`config.mk`:
```
export PLATFORM = sky130hd
export DESIGN_NAME = utf8_coerce_to_wellformed
export DESIGN_NICKNAME = d
export VERILOG_FILES = /design/src/design/u8cw_pkg.sv /design/src/design/u8cw_front.sv /design/src/design/u8cw_queue.sv /design/src/design/u8cw_back.sv /design/src/design/utf8_coerce_to_wellformed.sv
export SDC_FILE = /design/constraint.sdc
export NUM_CORES = 1
export LEC_CHECK = 0
export ABC_AREA = 0
export BUFFER_PORTS_ARGS = -buffer_cell sky130_fd_sc_hd__buf_2
export CORE_AREA = 4 4 152 154
export DETAILED_ROUTE_END_ITERATION = 10
export DIE_AREA = 0 0 156 158
export GPL_TIMING_DRIVEN = 1
export MAX_ROUTING_LAYER = met4
export PLACE_DENSITY = 0.68
export SETUP_SLACK_MARGIN = 0.1
export SLEW_MARGIN = 15
export SYNTH_ARGS = -nofsm -noshare
export SYNTH_HDL_FRONTEND = slang
export SYNTH_SLANG_ARGS = --single-unit
```
`constraint.sdc`:
```
create_clock -name clk_i -period 8.46 [get_ports clk_i]
set_clock_uncertainty 0.05 [all_clocks]
set_input_delay 1.692 -clock clk_i [delete_from_list [all_inputs] [get_ports clk_i]]
set_output_delay 1.692 -clock clk_i [all_outputs]
set_load 0.05 [all_outputs]
```
`src/design/u8cw_pkg.sv`:
```
// ----------------------------------------------------------------------------
// u8cw_pkg: shared types and constants for the UTF-8 coercion block
// Holds the work entry that passes from the classifier to the serialiser,
// and the default depth of the queue between them.
// ----------------------------------------------------------------------------
package u8cw_pkg;

  // Most output bytes that one input byte can cause: a replacement for a
  // broken sequence, then a replacement for a bad lead byte or for an
  // unfinished string end.
  localparam int unsigned MAX_RUN     = 6;
  localparam int unsigned RUN_W       = 3;
  localparam int unsigned QUEUE_DEPTH = 4;

  // One request's worth of output bytes, in order, and how many are live.
  typedef struct packed {
    logic [MAX_RUN-1:0][7:0] bytes;
    logic [RUN_W-1:0]        count;
    logic                    last;
  } entry_t;

endpackage

```
`src/design/u8cw_front.sv`:
```
// ----------------------------------------------------------------------------
// u8cw_front: byte classifier and sequence tracker
// Checks each input byte against the pending sequence, updates the held
// bytes and builds the list of output bytes that the byte causes.
// ----------------------------------------------------------------------------
module u8cw_front (
  input  logic              clk_i,
  input  logic              rst_ni,
  input  logic              in_valid_i,
  output logic              in_ready_o,
  input  logic [7:0]        in_byte_i,
  input  logic              in_last_i,
  output logic              push_o,
  output u8cw_pkg::entry_t  entry_o,
  input  logic              full_i
);
  import u8cw_pkg::*;

  localparam logic [7:0] Repl0 = 8'hEF;
  localparam logic [7:0] Repl1 = 8'hBF;
  localparam logic [7:0] Repl2 = 8'hBD;

  logic [2:0][7:0] held_q, held_d;
  logic [1:0]      held_cnt_q, held_cnt_d;
  logic [2:0]      seq_len_q, seq_len_d;

  logic [MAX_RUN-1:0][7:0] obuf;
  logic [RUN_W-1:0]        n;
  logic                    start;
  logic                    trail_ok;
  logic [7:0]              lo, hi;
  logic [2:0]              lead_len;
  logic                    accept;

  assign in_ready_o = !full_i;
  assign accept     = in_valid_i && in_ready_o;

  // Second-byte limits only after the lead byte alone is held.
  always_comb begin
    lo = 8'h80;
    hi = 8'hBF;
    if (held_cnt_q == 2'd1) begin
      case (held_q[0])
        8'hE0:   lo = 8'hA0;
        8'hED:   hi = 8'h9F;
        8'hF0:   lo = 8'h90;
        8'hF4:   hi = 8'h8F;
        default: ;
      endcase
    end
    trail_ok = (in_byte_i >= lo) && (in_byte_i <= hi);
  end

  always_comb begin
    if (in_byte_i >= 8'hC2 && in_byte_i <= 8'hDF) begin
      lead_len = 3'd2;
    end else if (in_byte_i >= 8'hE0 && in_byte_i <= 8'hEF) begin
      lead_len = 3'd3;
    end else if (in_byte_i >= 8'hF0 && in_byte_i <= 8'hF4) begin
      lead_len = 3'd4;
    end else begin
      lead_len = 3'd0;
    end
  end

  always_comb begin
    obuf       = '0;
    n          = '0;
    start      = 1'b0;
    held_d     = held_q;
    held_cnt_d = held_cnt_q;
    seq_len_d  = seq_len_q;

    if (held_cnt_q != 2'd0) begin
      if (trail_ok) begin
        if (({1'b0, held_cnt_q} + 3'd1) == seq_len_q) begin
          for (int i = 0; i < 3; i++) begin
            if (i < int'(held_cnt_q)) begin
              obuf[n] = held_q[i];
              n = n + RUN_W'(1);
            end
          end
          obuf[n] = in_byte_i;
          n = n + RUN_W'(1);
          held_cnt_d = 2'd0;
          seq_len_d  = 3'd0;
        end else begin
          held_d[held_cnt_q] = in_byte_i;
          held_cnt_d = held_cnt_q + 2'd1;
        end
      end else begin
        // Flush the broken sequence, then treat the byte as a fresh start.
        obuf[n] = Repl0; n = n + RUN_W'(1);
        obuf[n] = Repl1; n = n + RUN_W'(1);
        obuf[n] = Repl2; n = n + RUN_W'(1);
        start = 1'b1;
      end
    end else begin
      start = 1'b1;
    end

    if (start) begin
      held_cnt_d = 2'd0;
      seq_len_d  = 3'd0;
      if (!in_byte_i[7]) begin
        obuf[n] = in_byte_i;
        n = n + RUN_W'(1);
      end else if (lead_len != 3'd0) begin
        held_d[0]  = in_byte_i;
        held_cnt_d = 2'd1;
        seq_len_d  = lead_len;
      end else begin
        obuf[n] = Repl0; n = n + RUN_W'(1);
        obuf[n] = Repl1; n = n + RUN_W'(1);
        obuf[n] = Repl2; n = n + RUN_W'(1);
      end
    end

    if (in_last_i) begin
      if (held_cnt_d != 2'd0) begin
        obuf[n] = Repl0; n = n + RUN_W'(1);
        obuf[n] = Repl1; n = n + RUN_W'(1);
        obuf[n] = Repl2; n = n + RUN_W'(1);
      end
      held_cnt_d = 2'd0;
      seq_len_d  = 3'd0;
    end
  end

  // A byte that only extends a sequence causes nothing downstream.
  assign push_o        = accept && (n != '0);
  assign entry_o.bytes = obuf;
  assign entry_o.count = n;
  assign entry_o.last  = in_last_i;

  always_ff @(posedge clk_i or negedge rst_ni) begin
    if (!rst_ni) begin
      held_cnt_q <= 2'd0;
      seq_len_q  <= 3'd0;
    end else if (accept) begin
      held_cnt_q <= held_cnt_d;
      seq_len_q  <= seq_len_d;
    end
  end

  always_ff @(posedge clk_i) begin
    if (accept) begin
      held_q <= held_d;
    end
  end

endmodule

```
`src/design/u8cw_queue.sv`:
```
// ----------------------------------------------------------------------------
// u8cw_queue: request queue between classifier and serialiser
// A small register FIFO; full stalls the front, empty idles the back.
// ----------------------------------------------------------------------------
module u8cw_queue #(
  parameter int unsigned Depth = u8cw_pkg::QUEUE_DEPTH
) (
  input  logic              clk_i,
  input  logic              rst_ni,
  input  logic              push_i,
  input  u8cw_pkg::entry_t  entry_i,
  output logic              full_o,
  input  logic              pop_i,
  output logic              head_valid_o,
  output u8cw_pkg::entry_t  head_o
);
  import u8cw_pkg::*;

  localparam int unsigned PtrW = (Depth > 1) ? $clog2(Depth) : 1;
  localparam int unsigned CntW = $clog2(Depth + 1);
  localparam logic [PtrW-1:0] PtrLast = PtrW'(Depth - 1);
  localparam logic [CntW-1:0] CntFull = CntW'(Depth);

  entry_t          mem_q [Depth];
  logic [PtrW-1:0] wr_ptr_q, wr_ptr_d;
  logic [PtrW-1:0] rd_ptr_q, rd_ptr_d;
  logic [CntW-1:0] cnt_q, cnt_d;
  logic            do_push, do_pop;

  assign full_o       = (cnt_q == CntFull);
  assign head_valid_o = (cnt_q != '0);
  assign head_o       = mem_q[rd_ptr_q];
  assign do_push      = push_i && !full_o;
  assign do_pop       = pop_i && head_valid_o;

  always_comb begin
    wr_ptr_d = wr_ptr_q;
    rd_ptr_d = rd_ptr_q;
    cnt_d    = cnt_q;
    if (do_push) begin
      wr_ptr_d = (wr_ptr_q == PtrLast) ? '0 : wr_ptr_q + PtrW'(1);
    end
    if (do_pop) begin
      rd_ptr_d = (rd_ptr_q == PtrLast) ? '0 : rd_ptr_q + PtrW'(1);
    end
    if (do_push && !do_pop) begin
      cnt_d = cnt_q + CntW'(1);
    end else if (do_pop && !do_push) begin
      cnt_d = cnt_q - CntW'(1);
    end
  end

  always_ff @(posedge clk_i or negedge rst_ni) begin
    if (!rst_ni) begin
      wr_ptr_q <= '0;
      rd_ptr_q <= '0;
      cnt_q    <= '0;
    end else begin
      wr_ptr_q <= wr_ptr_d;
      rd_ptr_q <= rd_ptr_d;
      cnt_q    <= cnt_d;
    end
  end

  always_ff @(posedge clk_i) begin
    if (do_push) begin
      mem_q[wr_ptr_q] <= entry_i;
    end
  end

endmodule

```
`src/design/u8cw_back.sv`:
```
// ----------------------------------------------------------------------------
// u8cw_back: output serialiser
// Walks the head request one byte per handshake and retires it on the last.
// ----------------------------------------------------------------------------
module u8cw_back (
  input  logic              clk_i,
  input  logic              rst_ni,
  input  logic              head_valid_i,
  input  u8cw_pkg::entry_t  head_i,
  output logic              pop_o,
  output logic              out_valid_o,
  input  logic              out_ready_i,
  output logic [7:0]        out_byte_o,
  output logic              run_last_o,
  output logic              string_last_o
);
  import u8cw_pkg::*;

  logic [RUN_W-1:0] idx_q, idx_d;
  logic             fire;

  assign out_valid_o   = head_valid_i;
  assign out_byte_o    = head_i.bytes[idx_q];
  assign run_last_o    = (idx_q == (head_i.count - RUN_W'(1)));
  assign string_last_o = run_last_o && head_i.last;
  assign fire          = out_valid_o && out_ready_i;
  assign pop_o         = fire && run_last_o;

  always_comb begin
    idx_d = idx_q;
    if (fire) begin
      idx_d = run_last_o ? '0 : idx_q + RUN_W'(1);
    end
  end

  always_ff @(posedge clk_i or negedge rst_ni) begin
    if (!rst_ni) begin
      idx_q <= '0;
    end else begin
      idx_q <= idx_d;
    end
  end

endmodule

```
`src/design/utf8_coerce_to_wellformed.sv`:
```
// ----------------------------------------------------------------------------
// utf8_coerce_to_wellformed: UTF-8 validation with replacement character
// Passes well-formed UTF-8 through and replaces each maximal ill-formed
// subpart, bad lead byte and unfinished tail with EF BF BD.
// ----------------------------------------------------------------------------
//
//  channel | direction | handshake              | payload
//  --------+-----------+------------------------+-----------------------------
//  in      | input     | in_valid_i/in_ready_o  | in_byte_i, in_last_i
//  out     | output    | out_valid_o/out_ready_i| out_byte_o, run_last_o,
//          |           |                        | string_last_o
//
//  One input byte is accepted per cycle while the request queue has room.
//  A byte that causes k output bytes (k from 0 to 6) takes k handshakes;
//  the serialiser's one byte per cycle while out_ready_i is high sets the
//  output rate. Results pass through the request queue to the port.
//  Reset clears the pending sequence, the queue and the serialiser index.
//  Output stalls back up through the queue; when it fills, in_ready_o drops.
//
module utf8_coerce_to_wellformed #(
  parameter int unsigned QueueDepth = u8cw_pkg::QUEUE_DEPTH
) (
  input  logic       clk_i,
  input  logic       rst_ni,
  input  logic       in_valid_i,
  output logic       in_ready_o,
  input  logic [7:0] in_byte_i,
  input  logic       in_last_i,
  output logic       out_valid_o,
  input  logic       out_ready_i,
  output logic [7:0] out_byte_o,
  output logic       run_last_o,
  output logic       string_last_o
);
  import u8cw_pkg::*;

  // Request from the classifier into the queue.
  logic   push;
  entry_t push_entry;
  logic   full;

  // Head of the queue into the serialiser.
  logic   head_valid;
  entry_t head;
  logic   pop;

  // Classify each byte, track the pending sequence, build the request.
  u8cw_front u_front (
    .clk_i      (clk_i),
    .rst_ni     (rst_ni),
    .in_valid_i (in_valid_i),
    .in_ready_o (in_ready_o),
    .in_byte_i  (in_byte_i),
    .in_last_i  (in_last_i),
    .push_o     (push),
    .entry_o    (push_entry),
    .full_i     (full)
  );

  // Hold requests so that either side can stall on its own.
  u8cw_queue #(
    .Depth (QueueDepth)
  ) u_queue (
    .clk_i        (clk_i),
    .rst_ni       (rst_ni),
    .push_i       (push),
    .entry_i      (push_entry),
    .full_o       (full),
    .pop_i        (pop),
    .head_valid_o (head_valid),
    .head_o       (head)
  );

  // Drain the head request one byte per output handshake.
  u8cw_back u_back (
    .clk_i         (clk_i),
    .rst_ni        (rst_ni),
    .head_valid_i  (head_valid),
    .head_i        (head),
    .pop_o         (pop),
    .out_valid_o   (out_valid_o),
    .out_ready_i   (out_ready_i),
    .out_byte_o    (out_byte_o),
    .run_last_o    (run_last_o),
    .string_last_o (string_last_o)
  );

endmodule
```
==> out/metrics.yaml <==
min_path:
  hold_class: "register to register"
  hold_path_depth: 1
  min_from: "u_queue.cnt_q[2]$_DFFE_PN0P_"
  min_to: "u_queue.cnt_q[2]$_DFFE_PN0P_"
clocking:
  tritoncts: "yes"
  cts_setup_buffers: 0
  cts_inserted_buffers: 26
  insertion_delay_ns: 0.53
  root_buffer: "clkbuf_16"
  clkTransAtPathRegs_ns: 0.07
  cts_num_sinks: 247
  holdBufCountCts: 0
  cts_resized: 0
  htreeDepth: 1
  clockBufferDepth: 3
final_layout:
  fin_nets: 823
  layout-drive-gt1-share_pct: 22.24
  fin_area_um2: 13020
  diodes: 0
  fin_util_pct: 60.02
  fillCellCount: 1599
  syn2layout_area_growth_pct: 10.99
global_route:
  antenna_found_initial: 0
  grt_use_total_pct: 22.73
  grt-ovfl-total: 0
  grtUsageMet2_pct: 37.41
  grt_pass1_wl_um: 41540
  grt-busiest-layer: "met2"
  grt_max_degree: 53
  grt_pass1_vias: 6941
  globalRouteMet3Util_pct: 2.843
  grtUsageMet1_pct: 31.10
power:
  peakVddDrop_v: 0.0001839
  sw_frac_of_total_pct: 33.79
  clockPowerShare_pct: 25.4
  power_density_nw_per_um2: 338.8
  leakage_nw: 4.494
  internal_power_mw: 2.921
  p_sw_mw: 1.490
  combPwrFrac_pct: 34.6
  seq_power_share_pct: 40.0
  total_power_mw: 4.411
floorplan:
  die_x_um: 156
  initial_utilization_pct: 54.08
  core-area_um2: 21690
  io_pins: 25
  die_h_um: 158
  dieArea_um2: 24650
  row_count: 54
yosys:
  yosys-top-cells-area: "edfxtp_1 59%, mux4_2 12%, dfrtp_1 3.2%"
  synth_edf_count: 232
  yosysWarnings: 0
  synth_cells: 758
  async_flop_share_pct: 6.073
  avgSynthCellArea_um2: 15.47
  ys_types: 81
  synth_top_cell_area_share_pct: 59.40
  yosysSeqAreaShare_pct: 62.60
  ys_seq_elements: 247
  synth_area_um2: 11730
  synth_top_area_cell: "edfxtp_1"
  synthFlopType: "edfxtp_1"
setup_path:
  crit_required_ns: 8.83
  r2r_slack_ns: 1.29
  slowest_delay_ns: 0.50
  crit_slowest_cell: "ha_1"
  cp_num_buf_inv: 3
  r2r_end: "u_queue.cnt_q[2]$_DFFE_PN0P_"
  r2r_start: "u_front.held_cnt_q[1]$_DFFE_PN0P_"
  crit_arrival_ns: 7.55
  worstSetupEndpointType: "register"
  critPathKind: "register to register"
  reg2reg_depth: 27
  cp-start-kind: "register"
  cpMostUsedCell: "ha_1"
  worstPathMaxFanout: 14
  crit_family: "adder cells"
route:
  avgViaCountPerCell: 6.300
  wl_per_cell_um: 24.55
  ant_nets: 0
  drt_iter0_drc: 689
  vias: 6835
  drt-pass1-iter-count: 8
  drc: 0
  totalWireLength_um: 26640
sta:
  fin_crit_sh_pct: 84.80
  whs_ns: 0.4482
  slew_viol_final: 0
  setup_violations: 0
  rsz0062_at_grt: "no"
  finalSetupTns_ns: 0
  relSlewSlack_pct: 40.77
  finalHoldViolations: 0
  max_freq_mhz: 139.4
  fin_crit_ns: 7.174
  tightest_slew_ns: 0.8862
place:
  hpwl_um: 17600
  portBuffers: 24
  dpl_cell_area_um2: 12170
  gp_routability_congestion: 0.9461
job:
  max_cap_viol_count: 0
status:
  run_status: "finished clean"
-- metal layers --
layer  up-vias  wire (µm)
met1      3501      11420
met5         -          0
met2       209      13450
li1       3081          -
met4         0        438
met3        44       1334
-- cells in the final DEF (no fill, tap or decap), types with 22 or more instances in the layout --
master     netlist  final
ha_1            23     23
nand2_1         40     40
edfxtp_1       232    232
nand3_1         26     26
a21oi_1         22     22
mux4_2          60     60
nor2_1          31     31
clkbuf_16        0     27
inv_1           29     29
buf_2           15     24
-- Yosys cell counts, drive strengths merged (4+ instances only) --
cell type	count
a21o	4
a21oi	23
a22o	5
a22oi	16
a31o	4
a32oi	6
and2	8
buf	24
clkbuf	17
dfrtp	15
edfxtp	232
ha	23
inv	31
mux2	11
mux2i	9
mux4	60
nand2	40
nand2b	5
nand3	26
nand4	9
nor2	33
nor3	15
nor4	7
o211ai	17
o21a	7
o21ai	22
o22ai	9
o2bb2ai	6
o31ai	5
xnor2	16
xor2	6
-- worst register-to-register path: cells and delay by family (launching register included) --
kind            cells  cell delay (ns)
fa+ha+maj           6             2.14
compound gates      6             1.61
simple gates        7             1.43
xor+xnor            5             1.00
buf+inv             3             0.45
flops               1             0.42
-- cell type report --
type | instances | area, µm² | area share (%)
Clock buffer | 29 | 683.2 | 5.248
Clock inverter | 18 | 168.9 | 1.298
Inverter | 32 | 120.1 | 0.9227
Multi-Input combinational cell | 445 | 4115 | 31.61
Sequential cell | 247 | 7347 | 56.44
Tap cell | 280 | 350.3 | 2.691
Timing Repair Buffer | 34 | 232.7 | 1.788
-- flip-flops by register name (all words and copies together) (netlist names) --
signal              cells
u_front.seq_len_q       3
u_queue.mem_q         208
u_back.idx_q            3
u_front.held_q         24
u_queue.cnt_q           3
u_queue.rd_ptr_q        2
u_queue.wr_ptr_q        2
u_front.held_cnt_q      2
-- power by group through the flow --
stage | clock, mW | sequential (mW) | combinational, mW
finish | 1.12 | 1.77 | 1.52
global route | 1.20 | 1.79 | 1.64
CTS | 1.14 | 1.77 | 1.55
detailed placement | 0 | 1.79 | 1.54
global placement | 0 | 1.77 | 1.51
floorplan | 0 | 1.72 | 1.19
-- cell families after synthesis --
logic type | after synthesis | synth area share (%)
flops | 247 | 62.60
simple gates | 159 | 7.297
compound gates | 151 | 9.569
mux | 80 | 13.41
buf+inv | 73 | 2.635
fa+ha+maj | 24 | 2.624
xor+xnor | 23 | 1.835
other cells | 1 | 0.03197
-- worst max-delay path by stage --
stage                                      start                        endpoint  slack [ns]  depth (start not counted)
3_3_place_gp                        in_byte_i[5]  u_queue.mem_q[1][15]$_DFFE_PP_        1.53                         18
5_1_grt        u_front.held_cnt_q[1]$_DFFE_PN0P_    u_queue.cnt_q[2]$_DFFE_PN0P_        0.85                         26
6_report       u_front.held_cnt_q[1]$_DFFE_PN0P_    u_queue.cnt_q[2]$_DFFE_PN0P_        1.29                         27
3_5_place_dp                        in_byte_i[5]   u_queue.mem_q[1][4]$_DFFE_PP_        1.31                         18
4_1_cts        u_front.held_cnt_q[1]$_DFFE_PN0P_    u_queue.cnt_q[2]$_DFFE_PN0P_        1.34                         27
2_1_floorplan  u_front.held_cnt_q[1]$_DFFE_PN0P_   u_queue.mem_q[0][0]$_DFFE_PP_        1.60                         24
-- stage by stage --
step                std cells  setup WS (ns)
detailed placement       1038          1.314
CTS                      1085          1.340
global placement         1038          1.530
global route             1085         0.8515
floorplan                 765          1.601
finish                   1085          1.286
Note: power is estimated with default switching activity, not from simulation.
